[config.mk]
export PLATFORM = sky130hd
export DESIGN_NAME = kway_merge_min_select_flat
export DESIGN_NICKNAME = d
export VERILOG_FILES = /design/src/rtl/kmms_pkg.sv /design/src/rtl/kmms_if.sv /design/src/rtl/kmms_in_stage.sv /design/src/rtl/kmms_min_tree.sv /design/src/rtl/kway_merge_min_select.sv /design/src/flat_wrapper.sv
export VERILOG_INCLUDE_DIRS = /design/src /design/src/rtl
export SDC_FILE = /design/constraint.sdc
export NUM_CORES = 1
export LEC_CHECK = 0
export BUFFER_PORTS_ARGS = -buffer_cell sky130_fd_sc_hd__buf_2
export CELL_PAD_IN_SITES_DETAIL_PLACEMENT = 1
export CELL_PAD_IN_SITES_GLOBAL_PLACEMENT = 2
export CORE_MARGIN = 2
export CORE_UTILIZATION = 40
export CTS_BUF_LIST = sky130_fd_sc_hd__clkbuf_8
export CTS_CLUSTER_SIZE = 14
export DETAILED_ROUTE_END_ITERATION = 10
export HOLD_SLACK_MARGIN = 0.02
export MAX_ROUTING_LAYER = met4
export PLACE_DENSITY_LB_ADDON = 0.25
export SLEW_MARGIN = 30
export SYNTH_ARGS = -nofsm -noshare
export SYNTH_HDL_FRONTEND = slang
export SYNTH_SLANG_ARGS = --single-unit
[constraint.sdc]
create_clock -name clk -period 9.4 [get_ports clk]
set_input_delay 1.41 -clock clk [delete_from_list [all_inputs] [get_ports clk]]
set_output_delay 1.41 -clock clk [all_outputs]
set_load 0.05 [all_outputs]
[src/rtl/kway_merge_min_select_macros.svh]
// ----------------------------------------------------------------------------
// kway_merge_min_select_macros
// assertion macros shared by the merge block
// ----------------------------------------------------------------------------
`ifndef KWAY_MERGE_MIN_SELECT_MACROS_SVH
`define KWAY_MERGE_MIN_SELECT_MACROS_SVH

// same-cycle implication, checked out of reset
`define KMMS_ASSERT_NOW(lbl, ante, cons, msg) \
    lbl: assert property (@(posedge clk) disable iff (!rst_n) (ante) |-> (cons)) \
        else $error(msg);

// next-cycle implication, checked out of reset
`define KMMS_ASSERT_NEXT(lbl, ante, cons, msg) \
    lbl: assert property (@(posedge clk) disable iff (!rst_n) (ante) |=> (cons)) \
        else $error(msg);

`endif

[src/rtl/kmms_pkg.sv]
// ----------------------------------------------------------------------------
// kmms_pkg
// types, constants and helpers for the k-way merge minimum selector
// ----------------------------------------------------------------------------
package kmms_pkg;

    // number of list slots held by the block
    localparam int MAX_LISTS = 8;
    localparam int LANES     = (MAX_LISTS < 8) ? MAX_LISTS : 8;
    // leaves of the selection tree, fixed by the 3-bit list index
    localparam int TREE_LEAVES = 8;

    typedef logic signed [31:0]  value_t;
    typedef logic [2:0]          idx_t;
    typedef logic [3:0]          count_t;
    typedef logic [LANES-1:0]    lane_mask_t;

    // answer codes; code 3 is ignored
    typedef enum logic [1:0] {
        ACT_VALUE     = 2'd0,
        ACT_EXHAUSTED = 2'd1,
        ACT_RESTART   = 2'd2
    } action_t;

    localparam count_t LISTS_RESET = 4'd8;

    typedef struct packed {
        logic [1:0] action;
        idx_t       list_index;
        value_t     value;
    } item_t;

    typedef struct packed {
        value_t out_value;
        idx_t   out_list;
        logic   done_res;
        logic   bad_item;
    } result_t;

    // mask of lists taking part, zero counts as one, saturated to the slots
    function automatic lane_mask_t lane_mask(input count_t n_cfg);
        int         n;
        lane_mask_t m;
        n = int'(n_cfg);
        if (n == 0)
        begin
            n = 1;
        end
        if (n > LANES)
        begin
            n = LANES;
        end
        for (int i = 0; i < LANES; i++)
        begin
            m[i] = (i < n);
        end
        return m;
    endfunction

endpackage

[src/rtl/kmms_if.sv]
// ----------------------------------------------------------------------------
// kmms interfaces
// valid/ready channels for answers, results and the configuration write
// ----------------------------------------------------------------------------
interface kmms_in_if;
    logic                 valid;
    logic                 ready;
    logic [1:0]           action;
    kmms_pkg::idx_t       list_index;
    kmms_pkg::value_t     value;

    modport source (output valid, action, list_index, value, input ready);
    modport sink   (input valid, action, list_index, value, output ready);
endinterface

interface kmms_out_if;
    logic                 valid;
    logic                 ready;
    kmms_pkg::value_t     out_value;
    kmms_pkg::idx_t       out_list;
    logic                 done_res;
    logic                 bad_item;

    modport source (output valid, out_value, out_list, done_res, bad_item, input ready);
    modport sink   (input valid, out_value, out_list, done_res, bad_item, output ready);
endinterface

interface kmms_cfg_if;
    logic                 valid;
    logic                 ready;
    kmms_pkg::count_t     lists_in_use;

    modport source (output valid, lists_in_use, input ready);
    modport sink   (input valid, lists_in_use, output ready);
endinterface

[src/rtl/kmms_in_stage.sv]
// ----------------------------------------------------------------------------
// kmms_in_stage
// input register: holds one answer until the update stage takes it
// ----------------------------------------------------------------------------
module kmms_in_stage (
    input  logic            clk,
    input  logic            rst_n,
    kmms_in_if.sink         item,
    input  logic            take,
    output logic            held_valid,
    output kmms_pkg::item_t held
);
    import kmms_pkg::*;

    logic  valid_reg;
    item_t item_reg;

    // room when empty or when the held answer moves on this cycle
    assign item.ready = !valid_reg || take;

    // valid flag
    always_ff @(posedge clk or negedge rst_n)
    begin
        if (!rst_n)
        begin
            valid_reg <= 1'b0;
        end
        else if (item.ready)
        begin
            valid_reg <= item.valid;
        end
    end

    // payload, loaded on each transfer
    always_ff @(posedge clk)
    begin
        if (item.valid && item.ready)
        begin
            item_reg <= '{action: item.action, list_index: item.list_index,
                          value: item.value};
        end
    end

    assign held_valid = valid_reg;
    assign held       = item_reg;

endmodule

[src/rtl/kmms_min_tree.sv]
// ----------------------------------------------------------------------------
// kmms_min_tree
// three-level comparator tree picking the smallest valid head, lower index
// winning ties
// ----------------------------------------------------------------------------
module kmms_min_tree (
    input  kmms_pkg::value_t     vals [kmms_pkg::LANES],
    input  kmms_pkg::lane_mask_t valid,
    output logic                 found,
    output kmms_pkg::idx_t       best_idx,
    output kmms_pkg::value_t     best_val
);
    import kmms_pkg::*;

    logic   lv_v [4][TREE_LEAVES];
    value_t lv_d [4][TREE_LEAVES];
    idx_t   lv_x [4][TREE_LEAVES];

    always_comb
    begin
        // leaves, unused slots padded as empty
        for (int i = 0; i < TREE_LEAVES; i++)
        begin
            lv_v[0][i] = (i < LANES) ? valid[i] : 1'b0;
            lv_d[0][i] = (i < LANES) ? vals[i] : '0;
            lv_x[0][i] = idx_t'(i);
        end
        for (int l = 1; l < 4; l++)
        begin
            for (int i = 0; i < TREE_LEAVES; i++)
            begin
                lv_v[l][i] = 1'b0;
                lv_d[l][i] = '0;
                lv_x[l][i] = '0;
            end
        end
        // pairwise reduction; right side wins only when strictly smaller
        for (int l = 1; l < 4; l++)
        begin
            for (int i = 0; i < (TREE_LEAVES >> l); i++)
            begin
                if (lv_v[l-1][2*i+1] &&
                    (!lv_v[l-1][2*i] || (lv_d[l-1][2*i+1] < lv_d[l-1][2*i])))
                begin
                    lv_v[l][i] = 1'b1;
                    lv_d[l][i] = lv_d[l-1][2*i+1];
                    lv_x[l][i] = lv_x[l-1][2*i+1];
                end
                else
                begin
                    lv_v[l][i] = lv_v[l-1][2*i];
                    lv_d[l][i] = lv_d[l-1][2*i];
                    lv_x[l][i] = lv_x[l-1][2*i];
                end
            end
        end
    end

    assign found    = lv_v[3][0];
    assign best_idx = lv_x[3][0];
    assign best_val = lv_d[3][0];

endmodule

[src/rtl/kway_merge_min_select.sv]
// ----------------------------------------------------------------------------
// kway_merge_min_select
// k-way merge of sorted lists: one head slot per list, pops the smallest
// head once every awaited list has answered
// ----------------------------------------------------------------------------
//  channel   direction  carries
//  item      in         action, list_index, value
//  result    out        out_value, out_list, done_res, bad_item
//  cfg       in         lists_in_use (applies at next restart)
//
//  one answer per cycle sustained unless the result stalls; input register
//  then the combinational head update and comparator tree into the result register
//  reset leaves no heads valid and every list in use awaited
//  a stalled result holds the update stage; the input register still takes
//  one more answer behind it
// ----------------------------------------------------------------------------
`include "kway_merge_min_select_macros.svh"

module kway_merge_min_select (
    input  logic     clk,
    input  logic     rst_n,
    kmms_in_if.sink  item,
    kmms_out_if.source result,
    kmms_cfg_if.sink cfg
);
    import kmms_pkg::*;

    // stage and state registers
    logic       held_valid;
    item_t      held;
    logic       take;
    count_t     lists_reg;
    lane_mask_t valid_reg, valid_next;
    lane_mask_t awaited_reg, awaited_next;
    value_t     head_values_reg [LANES];
    logic       out_valid_reg;
    result_t    out_reg;

    // update logic signals
    logic       is_val, is_exh, is_rst;
    logic       idx_ok;
    lane_mask_t idx_bit, aw_after, valid_after, best_bit;
    value_t     vals_after [LANES];
    logic       found;
    idx_t       best_idx;
    value_t     best_val;
    logic       emit;
    result_t    res;

    kmms_in_stage u_in (
        .clk        (clk),
        .rst_n      (rst_n),
        .item       (item),
        .take       (take),
        .held_valid (held_valid),
        .held       (held)
    );

    // update stage moves when the result register is free or draining
    assign take = held_valid && (!out_valid_reg || result.ready);

    // configuration write, always accepted
    assign cfg.ready = 1'b1;

    always_ff @(posedge clk or negedge rst_n)
    begin
        if (!rst_n)
        begin
            lists_reg <= LISTS_RESET;
        end
        else if (cfg.valid)
        begin
            lists_reg <= cfg.lists_in_use;
        end
    end

    // decode the held answer
    assign is_val  = (held.action == ACT_VALUE);
    assign is_exh  = (held.action == ACT_EXHAUSTED);
    assign is_rst  = (held.action == ACT_RESTART);
    assign idx_ok  = (int'(held.list_index) < LANES) && awaited_reg[held.list_index];
    assign idx_bit = lane_mask_t'(1) << held.list_index;

    // state as it stands once this answer is applied
    assign aw_after    = awaited_reg & ~idx_bit;
    assign valid_after = is_val ? (valid_reg | idx_bit) : (valid_reg & ~idx_bit);

    always_comb
    begin
        for (int i = 0; i < LANES; i++)
        begin
            vals_after[i] = (is_val && (held.list_index == idx_t'(i))) ? held.value
                                                                        : head_values_reg[i];
        end
    end

    kmms_min_tree u_tree (
        .vals     (vals_after),
        .valid    (valid_after),
        .found    (found),
        .best_idx (best_idx),
        .best_val (best_val)
    );

    assign best_bit = lane_mask_t'(1) << best_idx;

    // next state and result
    always_comb
    begin
        valid_next   = valid_reg;
        awaited_next = awaited_reg;
        emit         = 1'b0;
        res          = '0;
        if (is_rst)
        begin
            valid_next   = '0;
            awaited_next = lane_mask(lists_reg);
        end
        else if (is_val || is_exh)
        begin
            if (!idx_ok)
            begin
                emit         = 1'b1;
                res.bad_item = 1'b1;
            end
            else if (aw_after != '0)
            begin
                valid_next   = valid_after;
                awaited_next = aw_after;
            end
            else if (!found)
            begin
                valid_next   = valid_after;
                awaited_next = '0;
                emit         = 1'b1;
                res.done_res = 1'b1;
            end
            else
            begin
                valid_next    = valid_after & ~best_bit;
                awaited_next  = best_bit;
                emit          = 1'b1;
                res.out_value = best_val;
                res.out_list  = best_idx;
            end
        end
    end

    // control state
    always_ff @(posedge clk or negedge rst_n)
    begin
        if (!rst_n)
        begin
            valid_reg   <= '0;
            awaited_reg <= lane_mask(LISTS_RESET);
        end
        else if (take)
        begin
            valid_reg   <= valid_next;
            awaited_reg <= awaited_next;
        end
    end

    // head slots, written on an accepted value answer
    always_ff @(posedge clk)
    begin
        if (take && is_val && idx_ok)
        begin
            head_values_reg[held.list_index] <= held.value;
        end
    end

    // result register
    always_ff @(posedge clk or negedge rst_n)
    begin
        if (!rst_n)
        begin
            out_valid_reg <= 1'b0;
        end
        else if (take)
        begin
            out_valid_reg <= emit;
        end
        else if (result.ready)
        begin
            out_valid_reg <= 1'b0;
        end
    end

    always_ff @(posedge clk)
    begin
        if (take && emit)
        begin
            out_reg <= res;
        end
    end

    assign result.valid     = out_valid_reg;
    assign result.out_value = out_reg.out_value;
    assign result.out_list  = out_reg.out_list;
    assign result.done_res  = out_reg.done_res;
    assign result.bad_item  = out_reg.bad_item;

    // checks
    `KMMS_ASSERT_NOW(a_no_valid_awaited, 1'b1, (valid_reg & awaited_reg) == '0, "awaited list holds a valid head")
    `KMMS_ASSERT_NEXT(a_pop_awaits_one, take && emit && !res.done_res && !res.bad_item, $onehot(awaited_reg), "pop must await exactly one list")
    `KMMS_ASSERT_NEXT(a_done_empty, take && emit && res.done_res, (awaited_reg == '0) && (valid_reg == '0), "done left state behind")

endmodule

[src/flat_wrapper.sv]
// flat-port wrapper written by rule: the top's interface ports become plain ports
module kway_merge_min_select_flat import kmms_pkg::*;
  (clk, rst_n, item_valid, item_action, item_list_index, item_value, item_ready, result_valid, result_out_value, result_out_list, result_done_res, result_bad_item, result_ready, cfg_valid, cfg_lists_in_use, cfg_ready);
  kmms_in_if item_i ();
  kmms_out_if result_i ();
  kmms_cfg_if cfg_i ();
  input  logic clk;
  input  logic rst_n;
  input wire logic [$bits(item_i.valid)-1:0] item_valid;
  input wire logic [$bits(item_i.action)-1:0] item_action;
  input wire logic [$bits(item_i.list_index)-1:0] item_list_index;
  input wire logic [$bits(item_i.value)-1:0] item_value;
  output wire logic [$bits(item_i.ready)-1:0] item_ready;
  output wire logic [$bits(result_i.valid)-1:0] result_valid;
  output wire logic [$bits(result_i.out_value)-1:0] result_out_value;
  output wire logic [$bits(result_i.out_list)-1:0] result_out_list;
  output wire logic [$bits(result_i.done_res)-1:0] result_done_res;
  output wire logic [$bits(result_i.bad_item)-1:0] result_bad_item;
  input wire logic [$bits(result_i.ready)-1:0] result_ready;
  input wire logic [$bits(cfg_i.valid)-1:0] cfg_valid;
  input wire logic [$bits(cfg_i.lists_in_use)-1:0] cfg_lists_in_use;
  output wire logic [$bits(cfg_i.ready)-1:0] cfg_ready;
  assign item_i.valid = item_valid;
  assign item_i.action = item_action;
  assign item_i.list_index = item_list_index;
  assign item_i.value = item_value;
  assign item_ready = item_i.ready;
  assign result_valid = result_i.valid;
  assign result_out_value = result_i.out_value;
  assign result_out_list = result_i.out_list;
  assign result_done_res = result_i.done_res;
  assign result_bad_item = result_i.bad_item;
  assign result_i.ready = result_ready;
  assign cfg_i.valid = cfg_valid;
  assign cfg_i.lists_in_use = cfg_lists_in_use;
  assign cfg_ready = cfg_i.ready;
  kway_merge_min_select u_core (.clk(clk), .rst_n(rst_n), .item(item_i), .result(result_i), .cfg(cfg_i));
endmodule
==> summary.txt, run 1 <==
Drt
  – Drt wl/cell: roughly 26 um
  – Total wire length: 86190 um
  – Initial DRC count: 1363
  – Number of detailed-route iterations in the first pass: 5
  – Final ANT Viol Nets: 0
  – Via count: around 19000
  – Vias/cell: 5.745
  – DRC: 0

Setup path
  – Crit path top cell by count: buf_4
  – CP Capture Type: flop
  – CP peak stage delay: about 0.52 ns
  – R2R Path End: u_core.result.out_value[28]
  – CP max FO: 14
  – Critical path arrival: 9.58 ns
  – Worst EP required: around 9.8 ns
  – Startpoint types: flop
  – Worst Setup SP: u_core.u_in.held[33]
  – Reg-to-reg slack, setup: 0.20 ns
  – Setup crit end: u_core.result.out_value[28]
  – Slowest CP cell: or4_4
  – Worst Path Class, Setup: flop to flop
  – R2R cell count: 42
  – Crit Reg-Reg Startpoint: u_core.u_in.held[33]

STA
  – Clk_skew: 0.02535 ns
  – Min Tclk post-route: 9.198 ns
  – Tcrit/Tclk final: slightly below 100%
  – Slew HR: 38.28%
  – Final setup violation count: 0
  – Fin. Hold Viols: 0
  – Fmax: between 100 and 150 MHz
  – Fin. max-slew vios: 0
  – Worst slew pin tran: 0.9001 ns

Floorplan
  – Starting Density: 40.27%
  – Die Footprint: 0.05969 mm^2
  – Die X: 244.3 um
  – Die Y-Extent: 244.3 um
  – Core area: 0.05737 mm^2
  – I/O pin count: between 80 and 90
  – Site row count: 88

Final layout
  – Area delta synth->final: 28.55%
  – NumNets Final: 2745
  – Layout cells sized above 1: 36.75%
  – Layout Utilization: 51.77%
  – Final instance area: 0.02970 mm^2
  – Max reg flops: 256
  – Post-Layout Cell Count: 3302

Place
  – Placed cell areas: 0.02699 mm^2
  – Placed cell count: 3116
  – Final HPWL DP: 63370 um
  – Port-buffer cells: 84
  – Placer Congestion: just over 0.9

Job
  – Max-cap violations: 0

Yosys
  – Post-synthesis sequential area ratio: between 40% and 50%
  – Top_reg_cell synth: edfxtp_1
  – Post-synthesis cell count: 2019
  – Post-synth EDFFs: 330
  – Asr flop ratio synth: under 10%
  – Number of synthesized register bits: approximately 350
  – Yosys Warn Count: 0
  – Syn Std Cell Area: around 0.023 mm^2
  – Mapped Avg Cell Area: 11.44 um^2
  – Post-Syn Nets: 2282
  – Synth unique cells: 83

Power
  – Worst vdd ir: 0.0001884 V
  – P_leak: 12.58 nW
  – Power per cell area: approximately 210 mW/mm^2

Worst hold path
  – Hold crit path type: flop to flop
  – Hold Startpoint: u_core.valid_reg[0]

Clock tree
  – Largest buffer count on any clock path: 3
  – Clk sinks: 352
  – Clk_lat worst skew: between 0.6 and 0.7 ns
  – CTS tree: yes
  – H-tree levels: 3
  – Post-CTS Hold Fix Bufs: 0
  – Worst-path clk slew: 0.06 ns
  – CTS Buf Count: 69
  – Clock Root Buffer: clkbuf_8

Global routing
  – Largest net degree at the start of global routing: 38
  – First-pass GRT wire length: between 100000 and 150000 um
  – Total track usage: 28.62%
  – Vias in the first global route: roughly 20000
  – Grt ovf: 0
  – Antenna violations before repair: 6

Status
  – Status: finished clean
per-stage QoR:
step	power, mW	hold slack (ns)	worst slack, ns	setup TNS, ns
floorplan	3.235	0.4651	0.2067	0
global placement	4.393	0.4776	-0.2631	-7.424
detailed placement	4.468	0.4836	-0.4312	-13.06
CTS	6.107	0.4960	0.02499	0
global route	6.648	0.5401	-0.09574	-2.657
finish	6.333	0.4984	0.2021	0
repair_timing:
action | 4_1_cts | 5_1_grt
setup buffers | 7 | 43
resized for setup | 21 | 141
gates cloned | 0 | 10
pin swaps | 6 | 39
endpoints found under the setup margin | 50 | 51
how the worst min path moves through the flow:
stage	end	cells past startpoint
2_1_floorplan	u_core.valid_reg[0]	1
3_3_place_gp	u_core.valid_reg[0]	1
3_5_place_dp	u_core.valid_reg[0]	1
4_1_cts	u_core.valid_reg[0]	1
5_1_grt	u_core.valid_reg[0]	1
6_report	u_core.valid_reg[0]	1
power by group:
part           switching, mW  internal, mW  leakage (nW)  total, mW
clock                  0.740         0.838         0.774       1.58
combinational           1.63          1.28          8.52       2.91
sequential            0.0630          1.78          3.28       1.84
total                   2.43          3.90          12.6       6.33
cell families after synthesis:
family	share of synthesized area, %
xor+xnor	0.03792
other cells	0.01623
flops	45.33
compound gates	13.51
buf+inv	3.862
fa+ha+maj	11.75
mux	15.56
simple gates	9.933
area by class of cell:
class / count / area [um^2]
clock inverter: 52 / 349.1
fill: 6024 / 27670
clock buffer: 73 / 1005
multi-input combinational: 1463 / 12510
tap: 765 / 957.2
inverter: 111 / 416.7
timing repair buffer: 485 / 3984
sequential: 352 / 10470
antenna: 1 / 2.502
placed cells by master, fill, tap and decap left out, types with 16 or more instances in the layout:
cell type and count:
a21o_1 28, mux2_4 27, ha_1 215, nand3_1 30, buf_12 25, a211oi_2 45, nor2_1 152, nor4_2 32
edfxtp_1 330, a21oi_2 35, a21oi_1 175, mux2_2 106, buf_4 352, nand4_1 37, o21ai_0 51, inv_1 128
mux2i_1 179, nor3_1 17, buf_2 85, nand2_1 75, mux2i_2 16, a211oi_1 35, clkbuf_8 73
metal layers:
layer	part of all wire [%]	track usage (%)	wire, um
met5	0	-	0
met4	3.3	8.178	2822
met3	6.2	4.840	5359
met2	45	43.36	38670
met1	46	39.48	39340
worst max-delay path: cells and delay by family (launching register included):
family,cells,cell delay (ns)
xor gates and xnor gates,1,0.20
and+or+nand+nor,13,2.41
buffers and inverters,12,2.08
adders and majority gates,3,0.77
AOI/OAI and AO/OA,12,2.54
DFF,1,0.48
muxes,1,0.37
synth_stat cells, types with 13 or more instances:
cell type / n / area [um^2]
a211oi_1: 52 / 390.4
a211oi_2: 30 / 375.4
a21o_1: 28 / 210.2
a21oi_1: 209 / 1046
buf_1: 30 / 112.6
buf_2: 17 / 85.08
clkbuf_1: 32 / 120.1
dfrtp_1: 13 / 325.3
edfxtp_1: 330 / 9910
ha_1: 217 / 2715
inv_1: 111 / 416.7
mux2_2: 106 / 1194
mux2_4: 27 / 405.4
mux2i_1: 198 / 1982
nand2_1: 80 / 300.3
nand3_1: 33 / 165.2
nand4_1: 37 / 231.5
nor2_1: 165 / 619.3
nor3_1: 19 / 95.09
nor4_1: 17 / 106.4
nor4_2: 24 / 300.3
o21ai_0: 57 / 285.3
No activity file was read; power rests on OpenSTA's default activity.
==> inputs of run 2 (changes only) <==
--- a/config.mk
+++ b/config.mk
@@ -10,13 +10,13 @@
 export CELL_PAD_IN_SITES_DETAIL_PLACEMENT = 1
 export CELL_PAD_IN_SITES_GLOBAL_PLACEMENT = 2
 export CORE_MARGIN = 2
-export CORE_UTILIZATION = 40
-export CTS_BUF_LIST = sky130_fd_sc_hd__clkbuf_8
+export CORE_UTILIZATION = 39
 export CTS_CLUSTER_SIZE = 14
 export DETAILED_ROUTE_END_ITERATION = 10
 export HOLD_SLACK_MARGIN = 0.02
 export MAX_ROUTING_LAYER = met4
 export PLACE_DENSITY_LB_ADDON = 0.25
+export RECOVER_POWER = 50
 export SLEW_MARGIN = 30
 export SYNTH_ARGS = -nofsm -noshare
 export SYNTH_HDL_FRONTEND = slang
==> run 2 against run 1 <==
Compared with the run above:
- routed wire length shrank 3.5%
- maximum frequency grew 0.20%
- cell count fell by 3.8%
- non-clock buffer count fell by 87
- via count fell by 2.6%
- flip-flop and latch count is the same
- final area is 2.7% lower
- register-to-register slack better by 0.02 ns
- count of clock-buffer cells in the layout is 20 lower
- critical path depth up 5
- global-route usage shrank 1.3 points
- critical path type unchanged
==> summary.txt, run 2 (synthesis gave the netlist of run 1 again) <==
Power
  – P_leak: 11.93 nW (-5.1%)
  – Worst vdd ir: 0.0001415 V (-25%)
  – Power per cell area: 223.2 mW/mm^2 (+4.7%)

STA
  – Fin. Hold Viols: 0 (unchanged)
  – Fmax: 108.9 MHz (+0.20%)
  – Worst slew pin tran: 1.348 ns (+0.4483 ns)
  – Min Tclk post-route: 9.179 ns (-0.01859 ns)
  – Slew HR: 10.11% (-28 points)
  – Fin. max-slew vios: 0 (unchanged)
  – Tcrit/Tclk final: 97.65% (-0.20 points)
  – Clk_skew: 0.02362 ns (-0.001733 ns)
  – Final setup violation count: 0 (unchanged)

Floorplan
  – I/O pin count: 86 (unchanged)
  – Die X: 247.4 um (+1.3%)
  – Die Y-Extent: 247.4 um (+1.3%)
  – Die Footprint: 0.06120 mm^2 (+2.5%)
  – Site row count: 89 (+1.1%)
  – Core area: 0.05880 mm^2 (+2.5%)
  – Starting Density: 39.29% (-0.98 points)

Global routing
  – First-pass GRT wire length: 121300 um (-2.2%)
  – Vias in the first global route: 18980 (-3.0%)
  – Antenna violations before repair: 1 (-5)
  – Total track usage: 27.33% (-1.3 points)
  – Grt ovf: 0 (unchanged)
  – Largest net degree at the start of global routing: 39 (+2.6%)

Drt
  – Drt wl/cell: 26.18 um (+0.31%)
  – Total wire length: 83190 um (-3.5%)
  – Via count: 18468 (-2.6%)
  – Initial DRC count: 1473 (+8.1%)
  – Final ANT Viol Nets: 0 (unchanged)
  – Vias/cell: 5.813 (+1.2%)
  – DRC: 0 (unchanged)
  – Number of detailed-route iterations in the first pass: 5 (unchanged)

Clock tree
  – Clock Root Buffer: clkbuf_16
  – CTS Buf Count: 45 (-35%)
  – Largest buffer count on any clock path: 3 (unchanged)
  – Post-CTS Hold Fix Bufs: 0 (unchanged)
  – Clk sinks: 352 (unchanged)
  – H-tree levels: 2 (-1)
  – Worst-path clk slew: 0.05 ns (about the same)
  – CTS tree: yes
  – Clk_lat worst skew: 0.59 ns (-0.08 ns)

Final layout
  – Max reg flops: 256 (unchanged)
  – Layout cells sized above 1: 31.25% (-5.5 points)
  – Area delta synth->final: 25.09%
  – Final instance area: 0.02890 mm^2 (-2.7%)
  – Number of fill cells: 6249 (+3.7%)
  – Commonest cells after routing, fill and taps aside: edfxtp_1 (330), buf_4 (244), ha_1 (215), a21oi_1 (197), mux2i_1 (169)
  – Most common cell after layout, fill and taps aside: edfxtp_1
  – Layout Utilization: 49.15% (-2.6 points)
  – NumNets Final: 2632 (-4.1%)

Worst hold path
  – Hold Path Stages: 1 (unchanged)
  – Hold crit path type: flop to flop

Setup path
  – CP peak stage delay: 0.46 ns (-0.06 ns)
  – Worst EP required: 9.74 ns (-0.04 ns)
  – CP Capture Type: flop
  – Slowest CP cell: edfxtp_1
  – R2R cell count: 47 (+12%)
  – Worst Path Class, Setup: flop to flop
  – Startpoint types: flop
  – Crit path top cell by count: buf_4
  – Critical path arrival: 9.52 ns (-0.06 ns)
  – CP max FO: 13 (-1)

Place
  – Final HPWL DP: 61760 um (-2.5%)
  – Port-buffer cells: 84 (unchanged)
  – Placed cell areas: 0.02649 mm^2 (-1.8%)
  – Placer Congestion: 0.9289 (+1.7%)

Job
  – Max-cap violations: 0 (unchanged)

Status
  – Status: finished clean
==> run 2: final timing paths <==
check                      slack, ns                        end            startpoint
max                             0.22  u_core.result.out_list[1]  u_core.u_in.held[33]
min                             0.49        u_core.valid_reg[0]   u_core.valid_reg[0]
max reg2reg                     0.22  u_core.result.out_list[1]  u_core.u_in.held[33]
min reg2reg                     0.49        u_core.valid_reg[0]   u_core.valid_reg[0]
max in group asynchronous       7.48        u_core.valid_reg[4]                 rst_n
min in group asynchronous       1.12        u_core.lists_reg[0]                 rst_n
==> run 2: metal layers <==
layer / wire (um) / vias to the layer above / share of wire [%] / track usage [%]
met3: 4643 / 109 / 5.6 / 3.752
met5: 0 / - / 0 / -
met1: 38690 / 9459 / 47 / 38.09
li1: - / 8466 / - / -
met4: 2409 / 0 / 2.9 / 7.027
met2: 37440 / 434 / 45 / 41.93
==> run 2: power by group <==
part | internal (mW) | total, mW | switching [mW]
clock | 1.07 | 1.79 | 0.715
sequential | 1.78 | 1.85 | 0.0658
combinational | 1.26 | 2.82 | 1.56
==> run 2: metrics by stage <==
stage	total power [mW]	cells	hold WS [ns]	setup slack [ns]	setup TNS, ns
5_1_grt	6.747	3177	0.5288	-0.1686	-4.545
3_3_place_gp	4.354	3051	0.4755	-0.2536	-4.871
6_report	6.450	3177	0.4949	0.2207	0
3_5_place_dp	4.433	3053	0.4901	-0.3065	-8.511
4_1_cts	6.276	3141	0.5021	0.005136	0
2_1_floorplan	3.235	2019	0.4651	0.2067	0
==> run 2: cell type report <==
| type | count | area (um^2) | share of cell area [%] |
|---|---|---|---|
| timing repair buffer | 398 | 3197 | 11.06 |
| clock buffer | 53 | 1199 | 4.148 |
| inverter | 111 | 416.7 | 1.442 |
| tap | 773 | 967.2 | 3.347 |
| antenna | 1 | 2.502 | 0.008660 |
| multi-input combinational | 1461 | 12350 | 42.75 |
| sequential | 352 | 10470 | 36.24 |
| clock inverter | 28 | 290.3 | 1.005 |
==> run 2: worst max-delay path, delay by kind of cell, from the launching register on <==
kind	cells	cell delay, ns
and+or+nand+nor	11	1.70
buffers and inverters	15	2.39
DFF	1	0.46
AOI/OAI and AO/OA	15	2.89
xor gates and xnor gates	1	0.22
muxes	2	0.45
adders and majority gates	3	0.78
==> run 2: repair_timing <==
| item | CTS | global route |
|---|---|---|
| setup buffers | 5 | 29 |
| pin swaps | 5 | 31 |
| endpoints found under the setup margin | 50 | 51 |
| cloned | 2 | 6 |
| resized for setup | 19 | 102 |
